### config.mk
export PLATFORM = sky130hd
export DESIGN_NAME = hpq_ctrl
export DESIGN_NICKNAME = d
export VERILOG_FILES = /design/src/hw/rtl/hpq_pkg.sv /design/src/hw/rtl/hpq_ctrl.sv
export SDC_FILE = /design/constraint.sdc
export NUM_CORES = 1
export LEC_CHECK = 0
export BUFFER_PORTS_ARGS = -buffer_cell sky130_fd_sc_hd__buf_2
export CORE_MARGIN = 2
export CORE_UTILIZATION = 52
export CTS_BUF_LIST = sky130_fd_sc_hd__clkbuf_2 sky130_fd_sc_hd__clkbuf_4 sky130_fd_sc_hd__clkbuf_8
export CTS_CLUSTER_DIAMETER = 60
export CTS_CLUSTER_SIZE = 8
export DETAILED_ROUTE_END_ITERATION = 7
export PLACE_DENSITY = 0.78
export SYNTH_ARGS = -nofsm -noshare
export SYNTH_HDL_FRONTEND = slang
export SYNTH_SLANG_ARGS = --single-unit
### constraint.sdc
create_clock -name clk -period 7.19 [get_ports clk]
set_input_delay 1.438 -clock clk [delete_from_list [all_inputs] [get_ports clk]]
set_output_delay 1.438 -clock clk [all_outputs]
set_load 0.05 [all_outputs]
### src/hw/rtl/hpq_pkg.sv
// Binary heap priority queue: shared types, field widths and codes.
// Used by hpq_store, hpq_ctrl and the top level; depends on nothing.
`default_nettype none

package hpq_pkg;

  localparam int PRIO_W  = 16;
  localparam int KEY_W   = 16;
  localparam int ENTRY_W = PRIO_W + KEY_W;
  localparam int POS_W   = 8;
  localparam int OCC_W   = 9;

  // Operation codes carried in the kind field
  localparam logic [1:0] KIND_INSERT  = 2'd0;
  localparam logic [1:0] KIND_EXTRACT = 2'd1;
  localparam logic [1:0] KIND_UPDATE  = 2'd2;

  // Result status codes
  localparam logic [1:0] STATUS_OK    = 2'd0;
  localparam logic [1:0] STATUS_EMPTY = 2'd1;
  localparam logic [1:0] STATUS_FULL  = 2'd2;
  localparam logic [1:0] STATUS_BAD   = 2'd3;

  typedef struct packed {
    logic [1:0]        kind;
    logic [PRIO_W-1:0] priority_req;
    logic [KEY_W-1:0]  payload_key;
    logic [POS_W-1:0]  position;
  } in_item_t;

  typedef struct packed {
    logic [PRIO_W-1:0] top_priority;
    logic [KEY_W-1:0]  top_key;
    logic [1:0]        status;
    logic [OCC_W-1:0]  occupancy;
  } out_item_t;

  typedef struct packed {
    logic min_first;
  } cfg_item_t;

  typedef enum logic [3:0] {
    ST_IDLE,
    ST_EX_TOP,
    ST_EX_LAST,
    ST_UPD_RD,
    ST_UP_RD,
    ST_UP_CMP,
    ST_DN_RDL,
    ST_DN_RDR,
    ST_DN_PICK,
    ST_DN_CMP,
    ST_DONE
  } hpq_state_t;

endpackage

`default_nettype wire

### src/hw/rtl/hpq_ctrl.sv
// Heap sequencer: operation decode, sift up and sift down over one shared
// priority comparator, entry count and result register.
// Depends on hpq_pkg; drives the ports of hpq_store.
`default_nettype none

module hpq_ctrl #(
  parameter int CAPACITY = 256,
  localparam int IDX_W = $clog2(CAPACITY)
) (
  input  wire logic                        clk,
  input  wire logic                        rst_n,
  input  wire logic                        min_first,
  input  wire logic                        in_valid,
  output logic                             in_ready,
  input  wire hpq_pkg::in_item_t           in_item,
  output logic                             out_valid,
  input  wire logic                        out_ready,
  output hpq_pkg::out_item_t               out_item,
  output logic                             mem_we,
  output logic      [IDX_W-1:0]            mem_waddr,
  output logic      [hpq_pkg::ENTRY_W-1:0] mem_wdata,
  output logic      [IDX_W-1:0]            mem_raddr,
  input  wire logic [hpq_pkg::ENTRY_W-1:0] mem_rdata
);

  localparam int CNT_W = $clog2(CAPACITY + 1);
  localparam int CW    = IDX_W + 2;
  localparam int PW    = (CNT_W > hpq_pkg::POS_W) ? CNT_W : hpq_pkg::POS_W;
  localparam int OW    = (CNT_W > hpq_pkg::OCC_W) ? CNT_W : hpq_pkg::OCC_W;
  localparam int EW    = hpq_pkg::ENTRY_W;
  localparam int KW    = hpq_pkg::KEY_W;
  localparam int QW    = hpq_pkg::PRIO_W;

  hpq_pkg::hpq_state_t state_r, state_nxt;
  logic [CNT_W-1:0]    count_r, count_nxt;
  logic [IDX_W-1:0]    idx_r, idx_nxt;
  logic [IDX_W-1:0]    pick_r, pick_nxt;
  logic [EW-1:0]       ent_r, ent_nxt;
  logic [EW-1:0]       child_r, child_nxt;
  logic                down_r, down_nxt;
  logic [EW-1:0]       res_top_r, res_top_nxt;
  logic [1:0]          res_status_r, res_status_nxt;
  logic                out_valid_r, out_valid_nxt;
  hpq_pkg::out_item_t  out_item_r, out_item_nxt;

  logic [IDX_W-1:0]    par_idx;
  logic [CW-1:0]       lft_idx, rgt_idx, n_ext;
  logic [PW-1:0]       pos_ext, cnt_pw;
  logic [CNT_W-1:0]    cnt_dec;
  logic [OW-1:0]       occ_ext;
  logic [QW-1:0]       cmp_a, cmp_b;
  logic                cmp_win;

  // Tree index arithmetic
  assign par_idx = (idx_r - IDX_W'(1)) >> 1;
  assign lft_idx = (CW'(idx_r) << 1) + CW'(1);
  assign rgt_idx = lft_idx + CW'(1);
  assign n_ext   = CW'(count_r);
  assign pos_ext = PW'(in_item.position);
  assign cnt_pw  = PW'(count_r);
  assign cnt_dec = count_r - CNT_W'(1);
  assign occ_ext = OW'(count_r);

  // Select operands of the shared comparator
  always_comb begin
    cmp_a = '0;
    cmp_b = '0;
    unique case (state_r)
      hpq_pkg::ST_UP_CMP: begin
        cmp_a = ent_r[EW-1:KW];
        cmp_b = mem_rdata[EW-1:KW];
      end
      hpq_pkg::ST_DN_PICK: begin
        cmp_a = child_r[EW-1:KW];
        cmp_b = mem_rdata[EW-1:KW];
      end
      hpq_pkg::ST_DN_CMP: begin
        cmp_a = child_r[EW-1:KW];
        cmp_b = ent_r[EW-1:KW];
      end
      default: begin
        cmp_a = '0;
        cmp_b = '0;
      end
    endcase
  end

  // True when operand a strictly outranks operand b
  assign cmp_win = min_first ? (cmp_a < cmp_b) : (cmp_a > cmp_b);

  // Next state and datapath control
  always_comb begin
    state_nxt      = state_r;
    count_nxt      = count_r;
    idx_nxt        = idx_r;
    pick_nxt       = pick_r;
    ent_nxt        = ent_r;
    child_nxt      = child_r;
    down_nxt       = down_r;
    res_top_nxt    = res_top_r;
    res_status_nxt = res_status_r;
    out_valid_nxt  = out_valid_r & ~out_ready;
    out_item_nxt   = out_item_r;
    mem_we         = 1'b0;
    mem_waddr      = idx_r;
    mem_wdata      = ent_r;
    mem_raddr      = '0;
    in_ready       = (state_r == hpq_pkg::ST_IDLE);

    unique case (state_r)
      hpq_pkg::ST_IDLE: begin
        if (in_valid) begin
          res_top_nxt    = '0;
          res_status_nxt = hpq_pkg::STATUS_OK;
          down_nxt       = 1'b0;
          unique case (in_item.kind)
            hpq_pkg::KIND_INSERT: begin
              if (count_r == CNT_W'(CAPACITY)) begin
                res_status_nxt = hpq_pkg::STATUS_FULL;
                state_nxt      = hpq_pkg::ST_DONE;
              end else begin
                ent_nxt   = {in_item.priority_req, in_item.payload_key};
                idx_nxt   = count_r[IDX_W-1:0];
                count_nxt = count_r + CNT_W'(1);
                state_nxt = hpq_pkg::ST_UP_RD;
              end
            end
            hpq_pkg::KIND_EXTRACT: begin
              if (count_r == '0) begin
                res_status_nxt = hpq_pkg::STATUS_EMPTY;
                state_nxt      = hpq_pkg::ST_DONE;
              end else begin
                mem_raddr = '0;
                state_nxt = hpq_pkg::ST_EX_TOP;
              end
            end
            hpq_pkg::KIND_UPDATE: begin
              if (pos_ext >= cnt_pw) begin
                res_status_nxt = hpq_pkg::STATUS_BAD;
                state_nxt      = hpq_pkg::ST_DONE;
              end else begin
                mem_raddr = pos_ext[IDX_W-1:0];
                idx_nxt   = pos_ext[IDX_W-1:0];
                ent_nxt   = {in_item.priority_req, {KW{1'b0}}};
                state_nxt = hpq_pkg::ST_UPD_RD;
              end
            end
            default: begin
              state_nxt = hpq_pkg::ST_DONE;
            end
          endcase
        end
      end

      // Capture the root as the result, fetch the last entry
      hpq_pkg::ST_EX_TOP: begin
        res_top_nxt = mem_rdata;
        count_nxt   = cnt_dec;
        mem_raddr   = cnt_dec[IDX_W-1:0];
        state_nxt   = hpq_pkg::ST_EX_LAST;
      end

      // Hold the last entry and sift it down from the root unless the heap is now empty
      hpq_pkg::ST_EX_LAST: begin
        ent_nxt   = mem_rdata;
        idx_nxt   = '0;
        state_nxt = (count_r == '0) ? hpq_pkg::ST_DONE : hpq_pkg::ST_DN_RDL;
      end

      // Keep the stored key, then try up and fall back to down
      hpq_pkg::ST_UPD_RD: begin
        ent_nxt   = {ent_r[EW-1:KW], mem_rdata[KW-1:0]};
        down_nxt  = 1'b1;
        state_nxt = hpq_pkg::ST_UP_RD;
      end

      hpq_pkg::ST_UP_RD: begin
        if (idx_r == '0) begin
          if (down_r) begin
            state_nxt = hpq_pkg::ST_DN_RDL;
          end else begin
            mem_we    = 1'b1;
            state_nxt = hpq_pkg::ST_DONE;
          end
        end else begin
          mem_raddr = par_idx;
          state_nxt = hpq_pkg::ST_UP_CMP;
        end
      end

      // Move the parent down a level or settle the held entry
      hpq_pkg::ST_UP_CMP: begin
        if (cmp_win) begin
          mem_we    = 1'b1;
          mem_wdata = mem_rdata;
          idx_nxt   = par_idx;
          down_nxt  = 1'b0;
          state_nxt = hpq_pkg::ST_UP_RD;
        end else if (down_r) begin
          state_nxt = hpq_pkg::ST_DN_RDL;
        end else begin
          mem_we    = 1'b1;
          state_nxt = hpq_pkg::ST_DONE;
        end
      end

      hpq_pkg::ST_DN_RDL: begin
        if (lft_idx >= n_ext) begin
          mem_we    = 1'b1;
          state_nxt = hpq_pkg::ST_DONE;
        end else begin
          mem_raddr = lft_idx[IDX_W-1:0];
          state_nxt = hpq_pkg::ST_DN_RDR;
        end
      end

      // Hold the left child, fetch the right one if it exists
      hpq_pkg::ST_DN_RDR: begin
        child_nxt = mem_rdata;
        pick_nxt  = lft_idx[IDX_W-1:0];
        if (rgt_idx < n_ext) begin
          mem_raddr = rgt_idx[IDX_W-1:0];
          state_nxt = hpq_pkg::ST_DN_PICK;
        end else begin
          state_nxt = hpq_pkg::ST_DN_CMP;
        end
      end

      // Left wins only when it strictly outranks the right
      hpq_pkg::ST_DN_PICK: begin
        if (!cmp_win) begin
          child_nxt = mem_rdata;
          pick_nxt  = rgt_idx[IDX_W-1:0];
        end
        state_nxt = hpq_pkg::ST_DN_CMP;
      end

      // Move the chosen child up a level or settle the held entry
      hpq_pkg::ST_DN_CMP: begin
        mem_we = 1'b1;
        if (cmp_win) begin
          mem_wdata = child_r;
          idx_nxt   = pick_r;
          state_nxt = hpq_pkg::ST_DN_RDL;
        end else begin
          state_nxt = hpq_pkg::ST_DONE;
        end
      end

      // Hand the result to the output register once it is free
      hpq_pkg::ST_DONE: begin
        if (!out_valid_r || out_ready) begin
          out_valid_nxt             = 1'b1;
          out_item_nxt.top_priority = res_top_r[EW-1:KW];
          out_item_nxt.top_key      = res_top_r[KW-1:0];
          out_item_nxt.status       = res_status_r;
          out_item_nxt.occupancy    = occ_ext[hpq_pkg::OCC_W-1:0];
          state_nxt                 = hpq_pkg::ST_IDLE;
        end
      end

      default: begin
        state_nxt = hpq_pkg::ST_IDLE;
      end
    endcase
  end

  // Control registers
  always_ff @(posedge clk) begin
    if (!rst_n) begin
      state_r     <= hpq_pkg::ST_IDLE;
      count_r     <= '0;
      out_valid_r <= 1'b0;
    end else begin
      state_r     <= state_nxt;
      count_r     <= count_nxt;
      out_valid_r <= out_valid_nxt;
    end
  end

  // Datapath registers
  always_ff @(posedge clk) begin
    idx_r        <= idx_nxt;
    pick_r       <= pick_nxt;
    ent_r        <= ent_nxt;
    child_r      <= child_nxt;
    down_r       <= down_nxt;
    res_top_r    <= res_top_nxt;
    res_status_r <= res_status_nxt;
    out_item_r   <= out_item_nxt;
  end

  assign out_valid = out_valid_r;
  assign out_item  = out_item_r;

endmodule

`default_nettype wire

# ---- Word level (Yosys, flattened, before mapping)
# Index checks and enable logic that the tools add are counted.
# Widths: inputs -> output; s select.
dict set report word_totals {
  word_cells 138
  inputBits 79
  out_inout_bits 94
  ff_bits 172
}
dict set report op_classes {
  bitwise_logic 3
  n_mux 63
  n_addsub 5
  n_reduce_logical 24
  n_eq_ne 23
  order_cmp 5
}
# operator count
set op_table {}
lappend op_table {{$pmux 32 s2} 4}
lappend op_table {{$mux 32} 7}
lappend op_table {{$pmux 32 s3} 1}
lappend op_table {{$mux 8} 11}
lappend op_table {{$pmux 16 s2} 2}
lappend op_table {{$mux 4} 11}
lappend op_table {{$pmux 4 s11} 1}
lappend op_table {{$pmux 8 s5} 1}
lappend op_table {{$pmux 8 s2} 2}
lappend op_table {{$pmux 8 s4} 1}
lappend op_table {{$mux 9} 3}
lappend op_table {{$pmux 9 s2} 1}
lappend op_table {{$eq 4x3->1 const B} 4}
lappend op_table {{$gt 16x16->1} 1}
lappend op_table {{$lt 16x16->1} 1}
lappend op_table {{$eq 4x4->1 const B} 3}
lappend op_table {{$ne 2x2->1 const B} 6}
lappend op_table {{$pmux 4 s3} 1}
lappend op_table {{$mux 1} 11}
lappend op_table {{$add 10x1->10 const B} 1}
lappend op_table {{$add 9x1->10 const B} 1}
lappend op_table {{$ge 10x9->1} 1}
lappend op_table {{$lt 10x9->1} 1}
lappend op_table {{$reduce_and 2->1} 5}
lappend op_table {{other kinds (34)} 42}

# ---- Logic depth before layout (Yosys ltp)
# Gate-level depths: netlist of run 1.
dict set report logic_depth {
  ltp_word 7
  ltp_mapped 16
  depth_no_buf 14
}

# ---- Least setup slack after synthesis of run 1
# Ideal clock, no wire load.
dict set report synth_timing {
  kind {register to register}
  startpoint {register state_r[1]}
  endpoint {register child_r[0] (enable)}
  stages_incl_launch_ff 15
  setup_ps 493
  path_slack_ps 525
  required_time_ps 6697
  period_less_slack_ps 6665
  n_path_buf 4
  t_arrival_ps 6172
  cell_sequence {dfxtp_1 > clkbuf_8 > nor2_4 > and3_2 > clkbuf_1 > clkbuf_1 > buf_1 > a22oi_1 > ha_1 > a21o_2 > a21oi_1 > nor3_1 > or4b_4 > mux2_4 > o21ai_0}
}
dict set report synth_between {
  elab_chain_cells 7
  word_cells_on_any_way 14
  classes_between {order compare: 2; eq/ne: 5; mux: 3; reduce/logical: 4}
}
# element line_no
set synth_lines {}
lappend synth_lines {{start, declared} hpq_ctrl.sv:34} ;# hpq_pkg::hpq_state_t state_r, state_nxt;
lappend synth_lines {{start signal, assigned} hpq_ctrl.sv:271} ;# state_r <= hpq_pkg::ST_IDLE;
lappend synth_lines {{start signal, assigned} hpq_ctrl.sv:275} ;# state_r <= state_nxt;
lappend synth_lines {{$eq 4x4->1 (tied with other cells)} hpq_ctrl.sv:68} ;# unique case (state_r)
lappend synth_lines {{$reduce_or 2->1 (no source line)} --}
lappend synth_lines {{$pmux 16 s2} hpq_ctrl.sv:68}
lappend synth_lines {{$gt 16x16->1 or $lt 16x16->1 (tied branches)} hpq_ctrl.sv:89} ;# assign cmp_win = min_first ? (cmp_a < cmp_b) : (cmp_a > cmp_b);
lappend synth_lines {{$mux 1} hpq_ctrl.sv:89}
lappend synth_lines {{$ne 2x2->1 (no source line)} --}
lappend synth_lines {{$reduce_and 2->1 (no source line) *} --}
lappend synth_lines {{end signal, assigned} hpq_ctrl.sv:286} ;# child_r <= child_nxt;
lappend synth_lines {{end, declared} hpq_ctrl.sv:39} ;# logic [EW-1:0] child_r, child_nxt;
# Mark *: on every way between the ends. The rest lies on a longest branch, timed or not.
# A chain may end at the register's enable or synchronous reset.

# ---- Final worst setup path of run 1
dict set report layout_timing {
  startpoint {register state_r[0]}
  endpoint {output mem_wdata[6] (netlist name)}
}
dict set report layout_between {
  elab_chain_cells 7
  word_cells_on_any_way 13
  classes_between {order compare: 2; eq/ne: 3; mux: 6; reduce/logical: 2}
}
# element line_no
set layout_lines {}
lappend layout_lines {{$eq 4x4->1 (tied with other cells)} {hpq_ctrl.sv:68, hpq_ctrl.sv:110}}
lappend layout_lines {{$reduce_or 2->1 (no source line)} --}
lappend layout_lines {{$pmux 16 s2} hpq_ctrl.sv:68}
lappend layout_lines {{$gt 16x16->1 or $lt 16x16->1 (tied branches)} hpq_ctrl.sv:89}
lappend layout_lines {{$mux 1} hpq_ctrl.sv:89}
lappend layout_lines {{$mux 32 (on tied branches)} {hpq_ctrl.sv:241, hpq_ctrl.sv:193}}
lappend layout_lines {{$pmux 32 s2 *} hpq_ctrl.sv:110} ;# unique case (state_r)
lappend layout_lines {{end, declared} hpq_ctrl.sv:21} ;# output logic [hpq_pkg::ENTRY_W-1:0] mem_wdata,
# Marked as above.

==> impl_metrics.ini, run 1 <==
[critical_path]
regToRegStartpoint = state_r[0]
worst-setup-path-type = register to primary output
crit_required_ns = 5.75
reg2reg_slack_ns = 1.97
critPathLaunch = state_r[0]
worstSetupEndpointType = primary output
critPathMaxFanout = 36
crit_path_start_kind = register
arrival_ns = 5.14

[global_route]
grt_pass1_wl_um = 39700
gr-total-overflow = 0
grt_max_degree = 54
grt_pass1_vias = 7234
antenna_found_initial = 1
grt_use_total_pct = 26.1

[flow_run]
drv_cap = 0

[drt]
firstDrtPassIters = 5
via_count = 7692
routed_wl_um = 25500
wire_per_inst_um = 20.9
viasPerCell = 6.29
drtIter0Drc = 888
drc = 0
drtAntennaViolNets = 0

[placed_design]
portBuffers = 172
routabilityCongestion = 0.966
place_hpwl_um = 17600
placed_cells = 1190
dp_slack_ns = 0.528

[cts]
cts_sinks = 172
root_buffer = clkbuf_8
post_cts_buffers = 0
clock_latency_ns = 0.47
clk_pin_slew_ns = 0.10
cts_buffers = 17
clk_path_buf_depth = 2
tritoncts = built
htree_levels = 4

[synthesis]
synth_top_cell_by_area = edfxtp_1
async_reset_ff_share_pct = 0
synth_edf_count = 158
ys.flop_type = edfxtp_1
ys_warn_count = 0
syn_area_sq_um = 9430
synth_cell_type_count = 74
syn_inst = 831
yosys_register_bits = 172
synth.top_cell.area_share_pct = 50.3
syn_area_per_cell_sq_um = 11.3
ys_seq_area_share_pct = 53.3
ys_top_cells_by_area = edfxtp_1, ha_1, a22oi_1, a22o_1, dfxtp_1
synth_fp_nets = 956

[sta]
fin_crit_sh_pct = 91.5
min_period_ns = 6.58
tns_ns = 0
hold_viol = 0
setup_slack_ns = 0.613
maxSlewHeadroom_pct = 26.5
max_freq_mhz = 152
final_max_slew_viol_count = 0
worst_slew_pin_slew_ns = 1.09
setup_viol = 0
rsz0062_at_grt = no
skew_ns = 0.0144

[die]
num_rows = 49
ios = 173
die_w_um = 139
fp.coreArea_sq_um = 17900
chipHeight_um = 139
floorplan.initialDensity_pct = 52.7
die-area_sq_um = 19200

[power_and_ir_drop]
clockPowerShare_pct = 13.6
p_per_area_nw_per_um2 = 460
p_int_uw = 2590
sw_frac_of_total_pct = 48.0
ir_worst_vdd_v = 0.000316
seqPwrFrac_pct = 36.1
pwr-share-comb_pct = 50.2
leakagePower_uw = 0.00421
power_switching_uw = 2380

[finish]
stdcell_count = 1223
layout.nets = 1106
multi_input_area_sq_um = 4040
fill_cells = 1519
syn2layout_area_growth_pct = 14.5
ff_latch_area_sq_um = 5020
layout-drive-gt1-share_pct = 24.6

[min_path]
hold_path.class = register to register
worstHoldStart = res_top_r[2]

[run_status]
status = finished, final reports clean
[critical path, cell delays in order, from the launching register on]
cell and delay [ns]:
dfxtp_1 0.48, nor2b_2 0.19, buf_4 0.33, nand3b_1 0.36, nand2_2 0.40, a22oi_1 0.13
ha_1 0.35, a41o_1 0.24, a21oi_1 0.15, nor3_1 0.07, or4b_4 0.61, mux2_4 0.39
o21ai_4 0.37, o2bb2ai_1 0.25, buf_2 0.32
[final cells by class]
class	instances	share of cell area, %
tap	229	2.65
sequential	172	46.6
clock buffer	17	2.17
inverter	21	0.730
antenna	1	0.0232
multi-input combinational	582	37.4
clock inverter	14	1.44
timing repair buffer	187	9.02
[routing by layer]
layer / vias to the layer above / wire length [um] / GRT usage, %
met4: 0 / 759 / 9.99
met1: 3676 / 10300 / 35.6
li1: 3516 / - / -
met5: - / 0 / 0
met2: 445 / 12100 / 41.5
met3: 55 / 2430 / 5.66
[logic make-up (layout without fill, tap and decap cells)]
kind of cell	after synthesis	after routing	share of synthesized area, %
buf+inv	78	239	4.41
xor+xnor	29	29	2.69
fa+ha+maj	46	46	6.11
compound gates	238	238	18.7
simple gates	265	265	14.3
mux	3	4	0.518
flops	172	172	53.3
other cells	0	1	0
[final timing paths]
path / to / cells past startpoint
worst min register to register: out_item[13] / 0
worst min-delay path: out_item[13] / 0
worst max register to register: pick_r[7] / 13
worst max-delay path: mem_wdata[6] / 14
[power by group through the flow]
stage	registers, uW	clock network [uW]	logic (uW)
after floorplan	1860	0	1760
after global placement	1800	0	2390
after CTS	1790	683	2460
after detailed placement	1810	0	2410
after global routing	1830	722	2660
final	1800	677	2500
[sequential cells by signal, indices dropped and copies added, names as in the netlist, 2 cells and up]
| signal | count |
|---|---|
| pick_r | 8 |
| state_r | 4 |
| out_item | 43 |
| mem_waddr | 8 |
| res_status_r | 2 |
| cnt_pw | 9 |
| ent_r | 32 |
| res_top_r | 32 |
| child_r | 32 |
[cells in the mapped netlist (all sizes together) (7+ instances only)]
master and number:
nor4 7, buf 14, a21oi 31, inv 20, a22oi 50, ha 46
nand3 40, o2bb2ai 33, o21ai 31, dfxtp 14, nand4 10, xnor2 21
a22o 33, o22ai 8, nor2b 8, nor3 21, nor2 37, edfxtp 158
xor2 8, clkbuf 43, and3 36, nand2b 9, and2 8, nand2 74
[layout by cell type (no fill, tap or decap), types with 5 or more instances in the layout]
cell	synthesis	final
a21o_1	5	5
a21oi_1	31	31
a22o_1	33	33
a22oi_1	50	50
and2_1	7	7
and3_1	35	35
buf_2	6	172
buf_4	1	15
clkbuf_8	7	17
dfxtp_1	14	14
edfxtp_1	158	158
ha_1	46	46
inv_1	20	20
nand2_1	73	72
nand2b_1	9	9
nand3_1	40	40
nand4_1	10	10
nor2_1	36	36
nor2b_1	8	7
nor3_1	21	20
nor4_1	5	5
o211ai_1	5	5
o21a_1	5	5
o21ai_0	29	28
o22ai_1	8	8
o2bb2ai_1	31	31
xnor2_1	21	21
xor2_1	8	8
[through the flow]
stage | cell area (sq um) | hold WS [ns] | power, uW | util (%)
2_1_floorplan | 9430 | 0.400 | 3610 | -
3_3_place_gp | 10400 | 0.401 | 4190 | 58.0
3_5_place_dp | 10400 | 0.405 | 4220 | 58.0
4_1_cts | 10800 | 0.426 | 4930 | 60.2
5_1_grt | 10800 | 0.431 | 5220 | 60.3
6_report | 10800 | 0.425 | 4970 | 60.3
[repair_timing]
| item | CTS | global route |
|---|---|---|
| hold buffers | 0 | 0 |
| cloned | 1 | 0 |
| setup endpoints to repair | 1 | 33 |
| gates resized for setup | 0 | 3 |
Power figures use the tool's default switching activity.
==> run 2, diff against run 1 <==
--- a/config.mk
+++ b/config.mk
@@ -7,12 +7,12 @@
 export LEC_CHECK = 0
 export BUFFER_PORTS_ARGS = -buffer_cell sky130_fd_sc_hd__buf_2
 export CORE_MARGIN = 2
-export CORE_UTILIZATION = 52
-export CTS_BUF_LIST = sky130_fd_sc_hd__clkbuf_2 sky130_fd_sc_hd__clkbuf_4 sky130_fd_sc_hd__clkbuf_8
+export CORE_UTILIZATION = 51
+export CTS_BUF_LIST = sky130_fd_sc_hd__clkbuf_16
 export CTS_CLUSTER_DIAMETER = 60
 export CTS_CLUSTER_SIZE = 8
 export DETAILED_ROUTE_END_ITERATION = 7
-export PLACE_DENSITY = 0.78
+export PLACE_DENSITY = 0.88
 export SYNTH_ARGS = -nofsm -noshare
 export SYNTH_HDL_FRONTEND = slang
 export SYNTH_SLANG_ARGS = --single-unit
==> run 2 against run 1 <==
  * Clock power increased by 35%
  * Flip-flop and latch count did not move
  * Hold slack got worse by 0.0094 ns
  * Sequential power about the same
  * Via count increased by 3.0%
  * Cell count increased by 0.33%
  * Register-to-register slack lost 0.20 ns
  * Critical endpoint is now mem_wdata[0]
  * Highest routed layer unchanged
  * Fmax down 2.5%
  * Power up 4.8%
  * Die area increased by 1.9%
  * First-iteration DRC count increased by 9.1%
==> impl_metrics.ini, run 2 (synthesis results as in run 1) <==
[power_and_ir_drop]
ir_worst_vdd_v = 0.000285
leakagePower_uw = 0.00431
p_int_uw = 2760
power_switching_uw = 2450
pwr-share-comb_pct = 47.3
p_per_area_nw_per_um2 = 473
sw_frac_of_total_pct = 47.0
seqPwrFrac_pct = 35.1
clockPowerShare_pct = 17.6
power_uw = 5210

[min_path]
min_path_cells = 0
hold_path.class = register to register

[sta]
fin_crit_sh_pct = 93.8
skew_ns = 0.0119
rsz0062_at_grt = no
maxSlewHeadroom_pct = 28.6
setup_viol = 0
final_max_slew_viol_count = 0
min_period_ns = 6.74
tns_ns = 0
hold_viol = 0
worst_slew_pin_slew_ns = 1.06
max_freq_mhz = 148

[die]
die-area_sq_um = 19600
fp.coreArea_sq_um = 18000
ios = 173
chipHeight_um = 140
num_rows = 49
floorplan.initialDensity_pct = 52.3
die_w_um = 140

[finish]
syn2layout_area_growth_pct = 16.8
fill_cells = 1424
final_cell_mix = buf_2, edfxtp_1, nand2_1
final_util_pct = 61.1
multi_input_area_sq_um = 4020
ff_latch_area_sq_um = 5020
layout.nets = 1108
final_common_cell = buf_2
layout-drive-gt1-share_pct = 24.7
largest_reg_flops = 43

[placed_design]
portBuffers = 172
routabilityCongestion = 1.02
place_hpwl_um = 18900

[critical_path]
worstSetupEndpointType = primary output
crit_path_start_kind = register
worst-setup-path-type = register to primary output
r2r_cells = 13
critPathMaxFanout = 33
arrival_ns = 5.31
crit_required_ns = 5.75

[drt]
routed_wl_um = 27000
via_count = 7923
firstDrtPassIters = 6
drtAntennaViolNets = 0
drc = 0
wire_per_inst_um = 22.0
drtIter0Drc = 969
viasPerCell = 6.46

[cts]
clk_path_buf_depth = 2
clk_pin_slew_ns = 0.08
cts_buffers = 17
tritoncts = built
cts_sinks = 172
clock_latency_ns = 0.45
root_buffer = clkbuf_16
htree_levels = 4

[flow_run]
drv_cap = 0

[run_status]
status = finished, final reports clean

[global_route]
grt_pass1_wl_um = 41500
grt_pass1_vias = 7519
gr-total-overflow = 0
grt_max_degree = 36
grt_use_total_pct = 27.3
antenna_found_initial = 1
-- run 2: worst paths after layout --
check                              startpoint      endpoint  slack, ns
worst max-delay path               state_r[3]  mem_wdata[0]       0.45
worst min-delay path            res_top_r[11]  out_item[22]       0.42
worst max register to register     state_r[3]    child_r[9]       1.77
worst min register to register  res_top_r[11]  out_item[22]       0.42
-- run 2: worst max-delay path, stage by stage, from the launching register on --
cell	delay, ns
dfxtp_1	0.60
nand2_1	0.21
nor3_1	0.41
clkinv_1	0.46
nand2_2	0.43
a22oi_1	0.14
ha_1	0.33
a41o_1	0.24
a21oi_1	0.13
nor3_1	0.06
or4b_4	0.58
mux2_4	0.37
o21ai_4	0.37
o2bb2ai_1	0.22
buf_2	0.30
-- run 2: per-stage QoR --
step / worst slack, ns / cells / hold slack, ns / instance area (sq um)
after floorplan: 0.525 / 831 / 0.400 / 9430
after global placement: 1.06 / 1193 / 0.401 / 10400
after detailed placement: 0.816 / 1193 / 0.405 / 10400
after CTS: 0.338 / 1225 / 0.419 / 11000
after global routing: 0.194 / 1226 / 0.426 / 11000
final: 0.445 / 1227 / 0.416 / 11000
-- run 2: timing repair --
item / in CTS / in global routing
hold buffers: 0 / 0
gates resized for setup: 0 / 1
buffers inserted: 0 / 0
endpoints found under the setup margin: 0 / 1
-- run 2: layer usage --
layer / vias to the layer above / GRT usage [%] / share of wire [%]
met5: - / 0 / 0
met1: 3782 / 36.5 / 40
met4: 0 / 13.7 / 4.3
met3: 93 / 4.55 / 8.6
li1: 3535 / - / -
met2: 513 / 43.4 / 48
-- run 2: final cells by class --
type                    instances  area share (%)
inverters                      21           0.716
diodes                          2          0.0455
clock buffers                  17            3.87
clock inverters                15            1.57
flip-flops and latches        172            45.7
well taps                     229            2.60
repair buffers                190            9.05
multi-input cells             581            36.5
-- run 2: power by group through the flow --
stage          Combinational (uW)  Sequential, uW  Clock [uW]
6_report                     2460            1830         915
5_1_grt                      2620            1860         962
4_1_cts                      2440            1820         919
3_5_place_dp                 2430            1840           0
3_3_place_gp                 2370            1820           0
2_1_floorplan                1760            1860           0
